`src/design/rplr_pkg.sv`:
```
// Shared types, constants and the test-pattern function of the RGB plane refresh controller.
package rplr_pkg;

  localparam int LEDS_PER_PLANE_DEF = 128;
  localparam int PAD_BITS_DEF       = 4;
  localparam int DATA_BITS          = 8;
  localparam int ROW_LEDS_LOG2      = 4;
  localparam int ROW_CAP            = 7 * (1 << ROW_LEDS_LOG2);
  localparam int OQ_DEPTH           = 4;

  localparam logic [7:0] START_CODE_RST = 8'hFF;

  // transaction kinds on the input channel
  typedef enum logic [1:0] {
    KIND_BYTE  = 2'd0,
    KIND_SHIFT = 2'd1,
    KIND_BLANK = 2'd2
  } kind_t;

  // color plane codes
  localparam logic [1:0] PLANE_RED   = 2'd0;
  localparam logic [1:0] PLANE_GREEN = 2'd1;
  localparam logic [1:0] PLANE_BLUE  = 2'd2;

  // FET enable codes
  localparam logic [1:0] FET_OFF   = 2'd0;
  localparam logic [1:0] FET_RED   = 2'd1;
  localparam logic [1:0] FET_GREEN = 2'd2;
  localparam logic [1:0] FET_BLUE  = 2'd3;

  typedef struct packed {
    logic       serial_bit;
    logic       clock_pulse;
    logic       last_bit;
    logic       latch_pulse;
    logic       blank_pulse;
    logic [1:0] plane_enabled;
    logic       load_error;
  } rplr_res_t;

  // Power-up test pattern: one color per row of 16 LEDs, white from row six on.
  function automatic logic [7:0] pattern_byte(input logic [2:0] row, input logic [1:0] plane);
    logic [2:0] rgb;
    logic       on;
    unique case (row)
      3'd0:    rgb = 3'b100;
      3'd1:    rgb = 3'b010;
      3'd2:    rgb = 3'b001;
      3'd3:    rgb = 3'b110;
      3'd4:    rgb = 3'b101;
      3'd5:    rgb = 3'b011;
      default: rgb = 3'b111;
    endcase
    unique case (plane)
      PLANE_RED:   on = rgb[2];
      PLANE_GREEN: on = rgb[1];
      PLANE_BLUE:  on = rgb[0];
      default:     on = rgb[2];
    endcase
    return {DATA_BITS{on}};
  endfunction

endpackage

```
`src/design/rplr_ram.sv`:
```
// Generic simple dual-port RAM with one write port and a registered read port.
module rplr_ram #(
  parameter int WIDTH = 8,
  parameter int DEPTH = 384
) (
  input  logic                     clk,
  input  logic                     we,
  input  logic [$clog2(DEPTH)-1:0] waddr,
  input  logic [WIDTH-1:0]         wdata,
  input  logic                     re,
  input  logic [$clog2(DEPTH)-1:0] raddr,
  output logic [WIDTH-1:0]         rdata
);

  logic [WIDTH-1:0] mem_r [DEPTH];
  logic [WIDTH-1:0] rdata_r;

  // write port
  always_ff @(posedge clk) begin
    if (we) begin
      mem_r[waddr] <= wdata;
    end
  end

  // registered read port, holds while idle
  always_ff @(posedge clk) begin
    if (re) begin
      rdata_r <= mem_r[raddr];
    end
  end

  assign rdata = rdata_r;

endmodule

```
`src/design/rplr_ctrl.sv`:
```
// Frame loader, serial shift sequencer and plane control around the frame memory.
module rplr_ctrl #(
  parameter int LEDS_PER_PLANE = rplr_pkg::LEDS_PER_PLANE_DEF,
  parameter int PAD_BITS       = rplr_pkg::PAD_BITS_DEF
) (
  input  logic                clk,
  input  logic                rst_n,
  input  logic                cfg_valid,
  input  logic [7:0]          cfg_data,
  input  logic                in_take,
  input  logic [1:0]          in_kind,
  input  logic [7:0]          in_rx_data,
  output logic                s1_valid,
  output rplr_pkg::rplr_res_t s1_res
);
  import rplr_pkg::*;

  localparam int STORE_DEPTH = 3 * LEDS_PER_PLANE;
  localparam int AW          = $clog2(STORE_DEPTH);
  localparam int WIW         = $clog2(STORE_DEPTH + 1);
  localparam int LW          = (LEDS_PER_PLANE > 1) ? $clog2(LEDS_PER_PLANE) : 1;
  localparam int LED_BITS    = PAD_BITS + DATA_BITS;
  localparam int BIT_W       = $clog2(LED_BITS);

  logic [7:0]     start_code_r, start_code_nxt;
  logic [WIW-1:0] wr_idx_r, wr_idx_nxt;
  logic [WIW-1:0] fill_r, fill_nxt;
  logic           ovf_r, ovf_nxt;
  logic [1:0]     plane_r, plane_nxt;
  logic           lp_r, lp_nxt;
  logic [LW-1:0]  led_r, led_nxt;
  logic [BIT_W-1:0] bit_r, bit_nxt;
  logic [1:0]     fet_r, fet_nxt;

  logic           s1_valid_r;
  rplr_res_t      s1_res_r, res_nxt;
  logic           s1_use_mem_r, use_mem_nxt;
  logic [7:0]     s1_pat_r, pat_nxt;
  logic [2:0]     s1_bsel_r, bsel_nxt;

  logic           mem_we, mem_re;
  logic [AW-1:0]  rd_addr;
  logic [1:0]     rd_plane;
  logic [10:0]    led_ext;
  logic [2:0]     row;
  logic [7:0]     mem_rdata;
  logic [7:0]     s1_byte;

  rplr_ram #(
    .WIDTH(DATA_BITS),
    .DEPTH(STORE_DEPTH)
  ) u_frame_ram (
    .clk   (clk),
    .we    (mem_we),
    .waddr (wr_idx_r[AW-1:0]),
    .wdata (in_rx_data),
    .re    (mem_re),
    .raddr (rd_addr),
    .rdata (mem_rdata)
  );

  // read address and fallback pattern for the current LED and plane
  always_comb begin
    rd_plane = (plane_r == PLANE_RED || plane_r == PLANE_GREEN || plane_r == PLANE_BLUE) ?
               plane_r : PLANE_RED;
    rd_addr  = AW'({led_r, 1'b0}) + AW'(led_r) + AW'(rd_plane);
    led_ext  = 11'(led_r);
    row      = (led_ext >= 11'(ROW_CAP)) ? 3'd6 : led_ext[ROW_LEDS_LOG2 +: 3];
  end

  // next state and result fields for the accepted transaction
  always_comb begin
    start_code_nxt = cfg_valid ? cfg_data : start_code_r;
    wr_idx_nxt     = wr_idx_r;
    fill_nxt       = fill_r;
    ovf_nxt        = ovf_r;
    plane_nxt      = plane_r;
    lp_nxt         = lp_r;
    led_nxt        = led_r;
    bit_nxt        = bit_r;
    fet_nxt        = fet_r;
    mem_we         = 1'b0;
    mem_re         = 1'b0;
    res_nxt        = '0;

    if (in_take) begin
      case (in_kind)
        KIND_BYTE: begin
          if (in_rx_data == start_code_r) begin
            wr_idx_nxt = '0;
            ovf_nxt    = 1'b0;
          end else if (!ovf_r) begin
            mem_we     = 1'b1;
            wr_idx_nxt = wr_idx_r + 1'b1;
            if (wr_idx_nxt >= WIW'(STORE_DEPTH)) begin
              ovf_nxt = 1'b1;
            end
            if (wr_idx_nxt > fill_r) begin
              fill_nxt = wr_idx_nxt;
            end
          end
        end
        KIND_SHIFT: begin
          if (!lp_r) begin
            res_nxt.clock_pulse = 1'b1;
            res_nxt.serial_bit  = (bit_r >= BIT_W'(PAD_BITS));
            mem_re              = 1'b1;
            if (bit_r == BIT_W'(LED_BITS - 1)) begin
              bit_nxt = '0;
              if (led_r == LW'(LEDS_PER_PLANE - 1)) begin
                led_nxt          = '0;
                res_nxt.last_bit = 1'b1;
                lp_nxt           = 1'b1;
              end else begin
                led_nxt = led_r + 1'b1;
              end
            end else begin
              bit_nxt = bit_r + 1'b1;
            end
          end
        end
        KIND_BLANK: begin
          res_nxt.blank_pulse = 1'b1;
          if (lp_r) begin
            res_nxt.latch_pulse = 1'b1;
            lp_nxt              = 1'b0;
            unique case (plane_r)
              PLANE_RED: begin
                fet_nxt   = FET_RED;
                plane_nxt = PLANE_GREEN;
              end
              PLANE_GREEN: begin
                fet_nxt   = FET_GREEN;
                plane_nxt = PLANE_BLUE;
              end
              PLANE_BLUE: begin
                fet_nxt   = FET_BLUE;
                plane_nxt = PLANE_RED;
              end
              default: begin
                fet_nxt   = FET_OFF;
                plane_nxt = PLANE_RED;
              end
            endcase
          end
        end
        default: ;
      endcase
    end

    res_nxt.plane_enabled = fet_nxt;
    res_nxt.load_error    = ovf_nxt;
    use_mem_nxt           = WIW'(rd_addr) < fill_r;
    pat_nxt               = pattern_byte(row, rd_plane);
    bsel_nxt              = 3'(BIT_W'(LED_BITS - 1) - bit_r);
  end

  // control state
  always_ff @(posedge clk) begin
    if (!rst_n) begin
      start_code_r <= START_CODE_RST;
      wr_idx_r     <= '0;
      fill_r       <= '0;
      ovf_r        <= 1'b0;
      plane_r      <= PLANE_RED;
      lp_r         <= 1'b0;
      led_r        <= '0;
      bit_r        <= '0;
      fet_r        <= FET_OFF;
      s1_valid_r   <= 1'b0;
    end else begin
      start_code_r <= start_code_nxt;
      wr_idx_r     <= wr_idx_nxt;
      fill_r       <= fill_nxt;
      ovf_r        <= ovf_nxt;
      plane_r      <= plane_nxt;
      lp_r         <= lp_nxt;
      led_r        <= led_nxt;
      bit_r        <= bit_nxt;
      fet_r        <= fet_nxt;
      s1_valid_r   <= in_take;
    end
  end

  // read-stage payload, captured alongside the memory read
  always_ff @(posedge clk) begin
    if (in_take) begin
      s1_res_r     <= res_nxt;
      s1_use_mem_r <= use_mem_nxt;
      s1_pat_r     <= pat_nxt;
      s1_bsel_r    <= bsel_nxt;
    end
  end

  // pick the stored byte or the test pattern, then the addressed bit
  always_comb begin
    s1_byte           = s1_use_mem_r ? mem_rdata : s1_pat_r;
    s1_res            = s1_res_r;
    s1_res.serial_bit = s1_res_r.serial_bit & s1_byte[s1_bsel_r];
  end

  assign s1_valid = s1_valid_r;

  // overflow flag tracks a full write index
  a_ovf_full: assert property (@(posedge clk) disable iff (!rst_n)
    ovf_r == (wr_idx_r == WIW'(STORE_DEPTH)))
    else $error("overflow flag out of step with write index");

  // fill count covers every write position
  a_fill: assert property (@(posedge clk) disable iff (!rst_n)
    fill_r >= wr_idx_r && fill_r <= WIW'(STORE_DEPTH))
    else $error("fill count behind write index");

  // a pending latch parks the shift counters at the plane start
  a_lp_park: assert property (@(posedge clk) disable iff (!rst_n)
    lp_r |-> (led_r == '0 && bit_r == '0))
    else $error("shift counters moved while latch pending");

  // memory never reads and writes in one cycle
  a_port: assert property (@(posedge clk) disable iff (!rst_n)
    !(mem_we && mem_re))
    else $error("frame memory read and write collide");

endmodule

```
`src/design/rplr_outq.sv`:
```
// Result queue that decouples the read stage from the output channel.
module rplr_outq (
  input  logic                clk,
  input  logic                rst_n,
  input  logic                push,
  input  rplr_pkg::rplr_res_t push_data,
  input  logic                pop,
  output logic                head_valid,
  output rplr_pkg::rplr_res_t head_data,
  output logic                room
);
  import rplr_pkg::*;

  localparam int PW = $clog2(OQ_DEPTH);
  localparam int CW = $clog2(OQ_DEPTH + 1);

  rplr_res_t      q_r [OQ_DEPTH];
  logic [PW-1:0]  head_r, head_nxt;
  logic [PW-1:0]  tail_r, tail_nxt;
  logic [CW-1:0]  cnt_r, cnt_nxt;
  logic [CW:0]    level;

  // advance pointers and level
  always_comb begin
    head_nxt = pop  ? head_r + 1'b1 : head_r;
    tail_nxt = push ? tail_r + 1'b1 : tail_r;
    cnt_nxt  = cnt_r + CW'(push) - CW'(pop);
    level    = (CW + 1)'(cnt_r) + (CW + 1)'(push);
  end

  always_ff @(posedge clk) begin
    if (!rst_n) begin
      head_r <= '0;
      tail_r <= '0;
      cnt_r  <= '0;
    end else begin
      head_r <= head_nxt;
      tail_r <= tail_nxt;
      cnt_r  <= cnt_nxt;
    end
  end

  // store the pushed transaction
  always_ff @(posedge clk) begin
    if (push) begin
      q_r[tail_r] <= push_data;
    end
  end

  assign head_valid = (cnt_r != '0);
  assign head_data  = q_r[head_r];
  // leave a slot for the transaction still in the read stage
  assign room       = level < (CW + 1)'(OQ_DEPTH);

  a_no_overrun: assert property (@(posedge clk) disable iff (!rst_n)
    !(push && !pop && cnt_r == CW'(OQ_DEPTH)))
    else $error("result queue overrun");

  a_level: assert property (@(posedge clk) disable iff (!rst_n)
    cnt_r <= CW'(OQ_DEPTH))
    else $error("result queue level out of range");

endmodule

```
`src/design/rgb_plane_led_refresh_controller_unit.sv`:
```
// RGB plane LED refresh controller: top level.
//
// Input channel (in_valid/in_stall) carries one transaction per cycle when not
// stalled: a received byte (in_kind 0), a serial shift step (1) or a blank tick (2).
// Every accepted transaction produces exactly one result on the output channel
// (out_valid/out_stall): serial bit, clock, last-bit, latch and blank pulses,
// the enabled FET and the frame overflow flag.
// The start code is written through cfg_valid/cfg_data; cfg_ready is always high.
// Each result passes the read stage and then the result queue before it can leave.
// Throughput: one transaction per cycle while in_stall is low; the frame memory
// has one write and one read port and each transaction uses at most one of them.
// Received bytes fill the interleaved R,G,B frame memory; a fill count marks the
// written prefix, and unwritten entries read as the power-up row test pattern,
// so no clearing pass runs and the block accepts input right after reset.
// Reset (rst_n low, synchronous) returns plane to red, FETs off, counters and
// the overflow flag to zero and the start code to 0xFF.
// When the receiver stalls, results collect in a four-entry queue; in_stall
// rises only once that queue, counting the transaction in the read stage, is full.
module rgb_plane_led_refresh_controller_unit #(
  parameter int LEDS_PER_PLANE = rplr_pkg::LEDS_PER_PLANE_DEF,
  parameter int PAD_BITS       = rplr_pkg::PAD_BITS_DEF
) (
  input  logic       clk,
  input  logic       rst_n,
  input  logic       cfg_valid,
  output logic       cfg_ready,
  input  logic [7:0] cfg_data,
  input  logic       in_valid,
  output logic       in_stall,
  input  logic [1:0] in_kind,
  input  logic [7:0] in_rx_data,
  output logic       out_valid,
  input  logic       out_stall,
  output logic       out_serial_bit,
  output logic       out_clock_pulse,
  output logic       out_last_bit,
  output logic       out_latch_pulse,
  output logic       out_blank_pulse,
  output logic [1:0] out_plane_enabled,
  output logic       out_load_error
);
  import rplr_pkg::*;

  logic      in_take;
  logic      s1_valid;
  rplr_res_t s1_res;
  logic      q_room;
  rplr_res_t head;

  assign cfg_ready = 1'b1;
  assign in_stall  = !q_room;
  assign in_take   = in_valid && !in_stall;

  rplr_ctrl #(
    .LEDS_PER_PLANE(LEDS_PER_PLANE),
    .PAD_BITS      (PAD_BITS)
  ) u_ctrl (
    .clk        (clk),
    .rst_n      (rst_n),
    .cfg_valid  (cfg_valid && cfg_ready),
    .cfg_data   (cfg_data),
    .in_take    (in_take),
    .in_kind    (in_kind),
    .in_rx_data (in_rx_data),
    .s1_valid   (s1_valid),
    .s1_res     (s1_res)
  );

  rplr_outq u_outq (
    .clk        (clk),
    .rst_n      (rst_n),
    .push       (s1_valid),
    .push_data  (s1_res),
    .pop        (out_valid && !out_stall),
    .head_valid (out_valid),
    .head_data  (head),
    .room       (q_room)
  );

  // drive the result fields from the queue head
  assign out_serial_bit    = head.serial_bit;
  assign out_clock_pulse   = head.clock_pulse;
  assign out_last_bit      = head.last_bit;
  assign out_latch_pulse   = head.latch_pulse;
  assign out_blank_pulse   = head.blank_pulse;
  assign out_plane_enabled = head.plane_enabled;
  assign out_load_error    = head.load_error;

endmodule
```
`config.mk`:
```
export PLATFORM = sky130hd
export DESIGN_NAME = rgb_plane_led_refresh_controller_unit
export DESIGN_NICKNAME = d
export VERILOG_FILES = /design/src/design/rplr_pkg.sv /design/src/design/rplr_ram.sv /design/src/design/rplr_ctrl.sv /design/src/design/rplr_outq.sv /design/src/design/rgb_plane_led_refresh_controller_unit.sv
export SDC_FILE = /design/constraint.sdc
export NUM_CORES = 2
export LEC_CHECK = 0
export BUFFER_PORTS_ARGS = -buffer_cell sky130_fd_sc_hd__buf_2
export CAP_MARGIN = 15
export CELL_PAD_IN_SITES_DETAIL_PLACEMENT = 1
export CELL_PAD_IN_SITES_GLOBAL_PLACEMENT = 2
export CORE_MARGIN = 2
export CORE_UTILIZATION = 45
export CTS_CLUSTER_SIZE = 40
export DETAILED_ROUTE_END_ITERATION = 7
export PLACE_DENSITY_LB_ADDON = 0.05
export SETUP_SLACK_MARGIN = 0.2
export SLEW_MARGIN = 20
export SYNTH_ARGS = -nofsm -noshare
export SYNTH_HDL_FRONTEND = slang
export SYNTH_SLANG_ARGS = --single-unit
```
`constraint.sdc`:
```
create_clock -name clk -period 4.2 [get_ports clk]
set_input_delay 0.84 -clock clk [delete_from_list [all_inputs] [get_ports clk]]
set_output_delay 0.84 -clock clk [all_outputs]
set_load 0.01 [all_outputs]
```
# Yosys cells after proc, flatten, opt, wreduce, memory -nomap -nowiden
# Memory sizes are Yosys's and may differ from the RTL's. A register that Yosys moved wholly into a read port is not among the register bits.
# Cells that the tools add are included.
[word_totals]
regBits = 64
latchBits = 0
ramBits = 3104
romBits = 0
output_inout_bits = 11
word_cells = 122
mem_count = 2
[memory_table]
columns = ["name", "words", "word_bits", "read_ports", "rd_ports_with_merged_regs", "wr", "line", "rtl"]
rows = [
  ["u_ctrl.u_frame_ram.mem_r", 384, 8, 1, 1, 1, "rplr_ram.sv:15", "logic [WIDTH-1:0] mem_r [DEPTH];"],
  ["u_outq.q_r", 4, 8, 1, 1, 1, "rplr_outq.sv:17", "rplr_res_t q_r [OQ_DEPTH];"],
]
[op_classes]
addsub = 11
n_mul = 0
n_div = 0
n_lt_le_gt_ge = 7
n_eq_ne = 15
shift = 0
mux = 41
n_bitwise = 5
n_reduce_logical = 18
[ops]
columns = ["operator", "count"]
rows = [
  ["1-bit two-way mux", 22],
  ["9-bit two-way mux", 2],
  ["3-bit one-hot mux with 6 select lines", 1],
  ["2-bit two-way mux", 7],
  ["8-bit by 7-bit adder with 9-bit output", 1],
  ["9-bit by 1-bit adder with 9-bit output, second input constant", 1],
  ["9-bit by 2-bit adder with 9-bit output", 1],
  ["9-bit >= comparator, second input constant", 1],
  ["9-bit greater-than comparator", 1],
  ["9-bit < comparator", 1],
  ["3-bit AND reduction", 3],
  ["8-bit == test", 1],
  ["8-bit two-way mux", 1],
  ["7-bit by 1-bit adder with 7-bit output, second input constant", 1],
  ["7-bit == test, second input constant", 1],
  ["7-bit >= comparator, second input constant", 1],
  ["7-bit two-way mux", 1],
  ["2-bit by 1-bit == test with 1-bit output, second input constant", 3],
  ["2-bit == test, second input constant", 3],
  ["3-bit by 2-bit == test with 1-bit output, second input constant", 2],
  ["3-bit == test, second input constant", 2],
  ["2-bit one-hot mux with 3 select lines", 1],
  ["5-bit AND reduction", 1],
  ["2-bit by 1-bit adder with 2-bit output, second input constant", 2],
  ["other kinds (28)", 36],
]

# Longest topological paths before layout
[logic_depth]
depth_word = 7
mapped_depth = 19

# Cells and area by module
# From an unflattened synthesis, not the netlist that was laid out.
[unflattened]
hier_cells = 5886
area_unflattened_um2 = 124750.9
[by_module_without_submodules]
columns = ["mod", "instances", "cells_each", "area_per_inst_um2"]
rows = [
  ["rplr_ram", 1, 5415, 119504.6],
  ["rplr_ctrl", 1, 376, 3585.9],
  ["rplr_outq", 1, 90, 1625.3],
  ["rgb_plane_led_refresh_controller_unit", 1, 5, 35.0],
]

# Worst setup path after synthesis
# OpenSTA, ideal clock, no wires.
[synth_timing]
path_kind = "register to register"
startpoint = "reg u_ctrl.plane_r[0]"
endpoint = "reg u_ctrl.s1_use_mem_r (data pin)"
arrival_ns = 4.198
required_time_ns = 4.033
path_slack_ns = -0.165
path_stages_with_launch = 19
path_buffers = 3
period_less_slack_ns = 4.365
cell_sequence = "dfxtp_1 -> inv_1 -> ha_1 -> fa_1 -> ha_1 -> inv_1 -> fa_1 -> xor2_4 -> inv_2 -> clkbuf_1 -> clkbuf_1 -> clkbuf_1 -> ha_1 -> a21o_1 -> a21o_1 -> a21o_1 -> a21oi_1 -> nor2_1 -> a211oi_1"
[synth_between]
elab_chain_len = 6
word_cells_on_any_way = 8
classes_between = "1 x add/sub; 1 x order compare; 2 x eq/ne; 1 x mux; 3 x reduce/logical"
[synth_rtl]
columns = ["item", "line", "rtl"]
rows = [
  ["start, declared", "rplr_ctrl.sv:29", "logic [1:0] plane_r, plane_nxt;"],
  ["start signal, assigned", "rplr_ctrl.sv:176", "plane_r <= plane_nxt;"],
  ["2-bit by 1-bit == test with 1-bit output or 2-bit zero test (tied branches)", "rplr_ctrl.sv:64", "rd_plane = (plane_r == PLANE_RED || plane_r == PLANE_GREEN || plane_r == PLANE_BLUE) ?"],
  ["1-bit logical OR (2 in series)", "rplr_ctrl.sv:64", ""],
  ["2-bit two-way mux *", "rplr_ctrl.sv:64", ""],
  ["9-bit by 2-bit adder with 9-bit output *", "rplr_ctrl.sv:66", "rd_addr = AW'({led_r, 1'b0}) + AW'(led_r) + AW'(rd_plane);"],
  ["9-bit < comparator *", "rplr_ctrl.sv:153", "use_mem_nxt = WIW'(rd_addr) < fill_r;"],
  ["via u_ctrl.use_mem_nxt", "rplr_ctrl.sv:37", "logic s1_use_mem_r, use_mem_nxt;"],
  ["end signal, assigned", "rplr_ctrl.sv:189", "s1_use_mem_r <= use_mem_nxt;"],
  ["end, declared", "rplr_ctrl.sv:37", ""],
]
# The timed path passes the listed nets; every way through them passes the cells marked *.
# A chain may end at the register's enable or synchronous reset.

# Worst setup path in the final report
[layout_timing]
startpoint = "reg u_ctrl.plane_r[0]"
endpoint = "reg u_ctrl.u_frame_ram.rdata_r[3] (netlist: u_ctrl.u_frame_ram.rdata[3]) (read register of u_ctrl.u_frame_ram.mem_r) (data pin)"
[layout_between]
elab_chain_len = 5
word_cells_on_any_way = 7
classes_between = "1 x add/sub; 2 x eq/ne; 1 x mux; 3 x reduce/logical"
[layout_rtl]
columns = ["item", "line", "rtl"]
rows = [
  ["2-bit by 1-bit == test with 1-bit output or 2-bit zero test (tied branches)", "rplr_ctrl.sv:64", ""],
  ["1-bit logical OR (2 in series)", "rplr_ctrl.sv:64", ""],
  ["2-bit two-way mux *", "rplr_ctrl.sv:64", ""],
  ["9-bit by 2-bit adder with 9-bit output *", "rplr_ctrl.sv:66", ""],
  ["end, declared", "rplr_ram.sv:16", "logic [WIDTH-1:0] rdata_r;"],
]
# Every way passes the cells marked *; elsewhere a longest branch is shown, timed or not.

==> results.md <==
- Kind of critical path: reg -> reg
- Crit share post-route: 105.2%
- Reg2reg setup slack: -0.22 ns
- Synth async-reset ratio: 0%
- First-pass GRT wire length: 544.8 mm
- Reg2reg path depth: 17
- CTS tree: built
- Maximum clock insertion buffer count: 4
- Vias: 65243
- Worst slew pin tran: 1.349 ns
- DRT Wirelength: 389.6 mm
- Detail Route Antenna Nets: 0
- Cells after synthesis: 5985
- Syn avg cell area: 20.89 µm²
- DRT Pass-1 Iters: 5
- Leak Pwr: 47.94 nW
- Layout net count: 7112
- Syn nets: 6066
- Relative slew slack: 10.08%
- Total gr overflow: 0
- Unrepaired setup endpoints after global routing: yes
- Tot Pwr: 0.06534 W
- Final instance area: 149000 µm²
- Type of the tightest min-delay check: in -> reg
- Clk sinks: 3178
- Core Area: 276500 µm²
- WHS Endpoint: u_ctrl.start_code_r[6]$_SDFFE_PN1P_
- Final worst slack: -0.2185 ns
- Power Dens Cells: 438.5 nW/µm²
- Clock latency on the worst-skew pair: 0.92 ns
- MaxCap Viol Count: 0
- Gp weighted congestion: 0.8583
- Starting Density: 45.22%
- Dpl hpwl: 255.7 mm
- Status: finished with violations
- Layout cell share with drive strength beyond 1: 34.24%
- Largest net degree at the start of global routing: 186
- Initial antenna violation count: 19
- Critical Path End Type: flip-flop
- Slew Limit Fails: 0
- HP Start: cfg_data[6]
- Post-route DRC: 0
- Num CTS Buffers: 338
- GRT Total Usage: 27.71%
- Horiz. Die Dim: 531.1 µm
- Worst VDD drop: 0.0004812 V
- Crit Reg-Reg Endpoint: u_ctrl.u_frame_ram.rdata[3]$_DFFE_PP_
- CTS Root Cell: clkbuf_16
- Area after DPL: 136600 µm²
- Flip-flop and latch count after synthesis: 3178
- Skew final: 0.04720 ns
- CTS H-tree depth: 5
- IO Pins: 34
- CTS clk-pin slew, worst paths: 0.06 ns
- Clock period minus worst slack: 4.418 ns
- DR vias/cell: 5.921
- F_max: 226.3 MHz
- Critical Path RT: 4.86 ns
- CP arrival: 5.08 ns
- Failing checks: setup timing
- Initial drt markers: 6912
- Die span in y: 531.1 µm
- Routed WL per cell: 35.36 µm
- Hold Path Depth: 3
- Seq/Total Area, Yosys: 75.90%
- Vias in the first global route: 68004
- Number of placement rows: 193
- Synth-to-Final Area Change: 19.18%
- # fillers: 24092
- Final Hold Vio Count: 0
- Multi-input gate area: 28640 µm²
- Synthesized area: 125000 µm²
- Post-synth top flop: edfxtp_1
- RR Startpoint: u_ctrl.plane_r[0]$_SDFFE_PN0P_
- Die area: 282100 µm²
- Final setup viols: 8
- Post-synth EDFFs: 3125
- FF/Latch Area: 94900 µm²
- CP Launch Type: flip-flop
- Port-buffer cells: 32
- Post-synthesis cell type count: 84
- Synth Warn #: 0
- CP max FO: 8
- Hold WS: 0.1296 ns
logic make-up (layout without fill, tap and decap cells):
logic type | after synthesis | count (layout) | share of synthesized area (%)
AOI/OAI and AO/OA | 314 | 314 | 1.758
xor gates and xnor gates | 28 | 28 | 0.2262
adders and majority gates | 58 | 58 | 0.5984
buffers and inverters | 395 | 1715 | 1.880
DFF | 3178 | 3178 | 75.90
muxes | 958 | 958 | 16.09
other | 1 | 10 | 0.002999
and+or+nand+nor | 1053 | 1053 | 3.543
layout by cell type, fill, tap and decap left out, types with 13 or more instances in the layout:
master     netlist  final
buf_16           0     13
clkinv_1         1     83
buf_4           58    852
clkbuf_16        0    347
nand3_1         97     93
a22oi_1         16     13
o22ai_1         33     26
inv_1           41     38
nor2b_1         27     24
nor2_1         448    442
clkinv_2         0     54
nand2_1        370    343
clkbuf_1       127     73
ha_1            55     52
and2_1          20     20
edfxtp_1      3125   3125
bufinv_16        0     26
mux4_2         834    834
nand2_4          0     17
nand4_1         18     18
nor3_1          28     20
o21ai_0         37     27
buf_6           52     22
buf_12           4    129
a32oi_1         21     21
mux2i_1        109    107
xor2_1          17     17
buf_2           82     24
a21oi_1         50     40
a31oi_1         28     25
dfxtp_1         53     52
flip-flops by register name, summed over array words and instances (netlist names), named ones only:
register                  cells
u_ctrl.bit_r                  4
u_ctrl.s1_valid               1
u_ctrl.s1_use_mem_r           1
u_ctrl.s1_res                 7
u_outq.q_r                   32
u_ctrl.s1_res_r               1
u_ctrl.s1_pat_r               1
u_ctrl.fet_r                  2
u_ctrl.s1_bsel_r              3
u_outq.tail_r                 2
u_ctrl.ovf_r                  1
u_ctrl.wr_idx_r               9
u_ctrl.plane_r                2
u_outq.cnt_r                  3
u_ctrl.u_frame_ram.rdata      8
u_ctrl.fill_r                 9
u_outq.head_r                 2
u_ctrl.led_r                  7
u_ctrl.start_code_r           8
u_ctrl.lp_r                   1
u_ctrl.u_frame_ram.mem_r   3072
how the worst max path moves through the flow:
stage,from,end,cells past startpoint,slack [ns]
2_1_floorplan,u_ctrl.plane_r[0]$_SDFFE_PN0P_,u_ctrl.s1_use_mem_r$_DFFE_PP_,19,0.21
3_3_place_gp,u_ctrl.plane_r[0]$_SDFFE_PN0P_,u_ctrl.u_frame_ram.rdata[3]$_DFFE_PP_,17,-1.24
3_5_place_dp,u_ctrl.plane_r[0]$_SDFFE_PN0P_,u_ctrl.u_frame_ram.rdata[4]$_DFFE_PP_,17,-1.11
4_1_cts,u_ctrl.plane_r[0]$_SDFFE_PN0P_,u_ctrl.u_frame_ram.rdata[3]$_DFFE_PP_,17,-0.22
5_1_grt,u_ctrl.plane_r[0]$_SDFFE_PN0P_,u_ctrl.u_frame_ram.rdata[3]$_DFFE_PP_,17,-0.32
6_report,u_ctrl.plane_r[0]$_SDFFE_PN0P_,u_ctrl.u_frame_ram.rdata[3]$_DFFE_PP_,17,-0.22
through the flow:
step / std cells / setup WS, ns / util [%] / TNS (ns)
2_1_floorplan: 5985 / 0.2096 / - / 0
3_3_place_gp: 10331 / -1.244 / 49.40 / -5.763
3_5_place_dp: 10331 / -1.107 / 49.40 / -5.167
4_1_cts: 10986 / -0.2167 / 53.67 / -0.9720
5_1_grt: 11014 / -0.3164 / 53.89 / -2.083
6_report: 11019 / -0.2185 / 53.89 / -1.256
routing by layer:
metal / vias up / track usage [%] / wire length (µm)
met2: 2177 / 46.07 / 193100
met3: 506 / 3.455 / 21450
met4: 4 / 8.031 / 11840
li1: 26786 / - / -
met1: 35770 / 38.63 / 163200
met5: - / 0 / 34
cell usage after synthesis, types with 10 or more instances:
cell      instances  area share, %
nor3_1           28           0.11
a31oi_1          28           0.14
buf_6            52           0.47
edfxtp_1       3125             75
mux2_2           10          0.090
a311oi_1         15           0.11
mux4_2          834             15
o22ai_1          33           0.17
buf_2            82           0.33
nand3_1          97           0.39
clkbuf_1        127           0.38
and2_1           20           0.10
o211ai_1         11          0.066
buf_4            58           0.35
ha_1             55           0.55
a32oi_1          21           0.15
buf_1            19          0.057
inv_1            41           0.12
a211oi_1         11          0.066
mux2i_1         109           0.87
nand4_1          18          0.090
dfxtp_1          53           0.85
o221ai_1         11          0.077
o21ai_0          37           0.15
nand2_1         370            1.1
nor2b_1          27           0.14
a22oi_1          16          0.096
nor2_1          448            1.3
a21oi_1          50           0.20
xor2_1           17           0.12
worst max-delay path, cell delays in order (launching register included):
cell and delay, ns:
dfxtp_2 0.33, inv_2 0.05, ha_4 0.15, fa_1 0.52
ha_4 0.17, inv_2 0.04, fa_4 0.88, buf_6 0.15
buf_12 0.14, mux4_2 0.33, mux2i_4 0.22, a2111oi_4 0.12
buf_4 0.17, a211oi_4 0.34, buf_4 0.18, a41o_1 0.11
a21oi_2 0.06, o21a_1 0.17
power breakdown:
group / internal (W) / switching [W]
registers: 0.0349 / 0.0000897
clock network: 0.0167 / 0.0125
logic: 0.000268 / 0.000905
total: 0.0519 / 0.0135
area by class of cell:
cell class	instances	share of cell area (%)
clock buffer	419	5.979
antenna	9	0.01511
multi-input combinational	2412	19.22
tap	3705	3.111
clock inverter	195	1.156
timing repair buffer	1056	6.706
inverter	45	0.1234
sequential	3178	63.69
what timing repair did:
action,4_1_cts,5_1_grt
buffers inserted,35,21
gates resized for setup,133,59
hold buffers,0,0
pin swaps,28,32
endpoints found under the setup margin,9,9
cloned,6,3
Power figures use the tool's default switching activity.
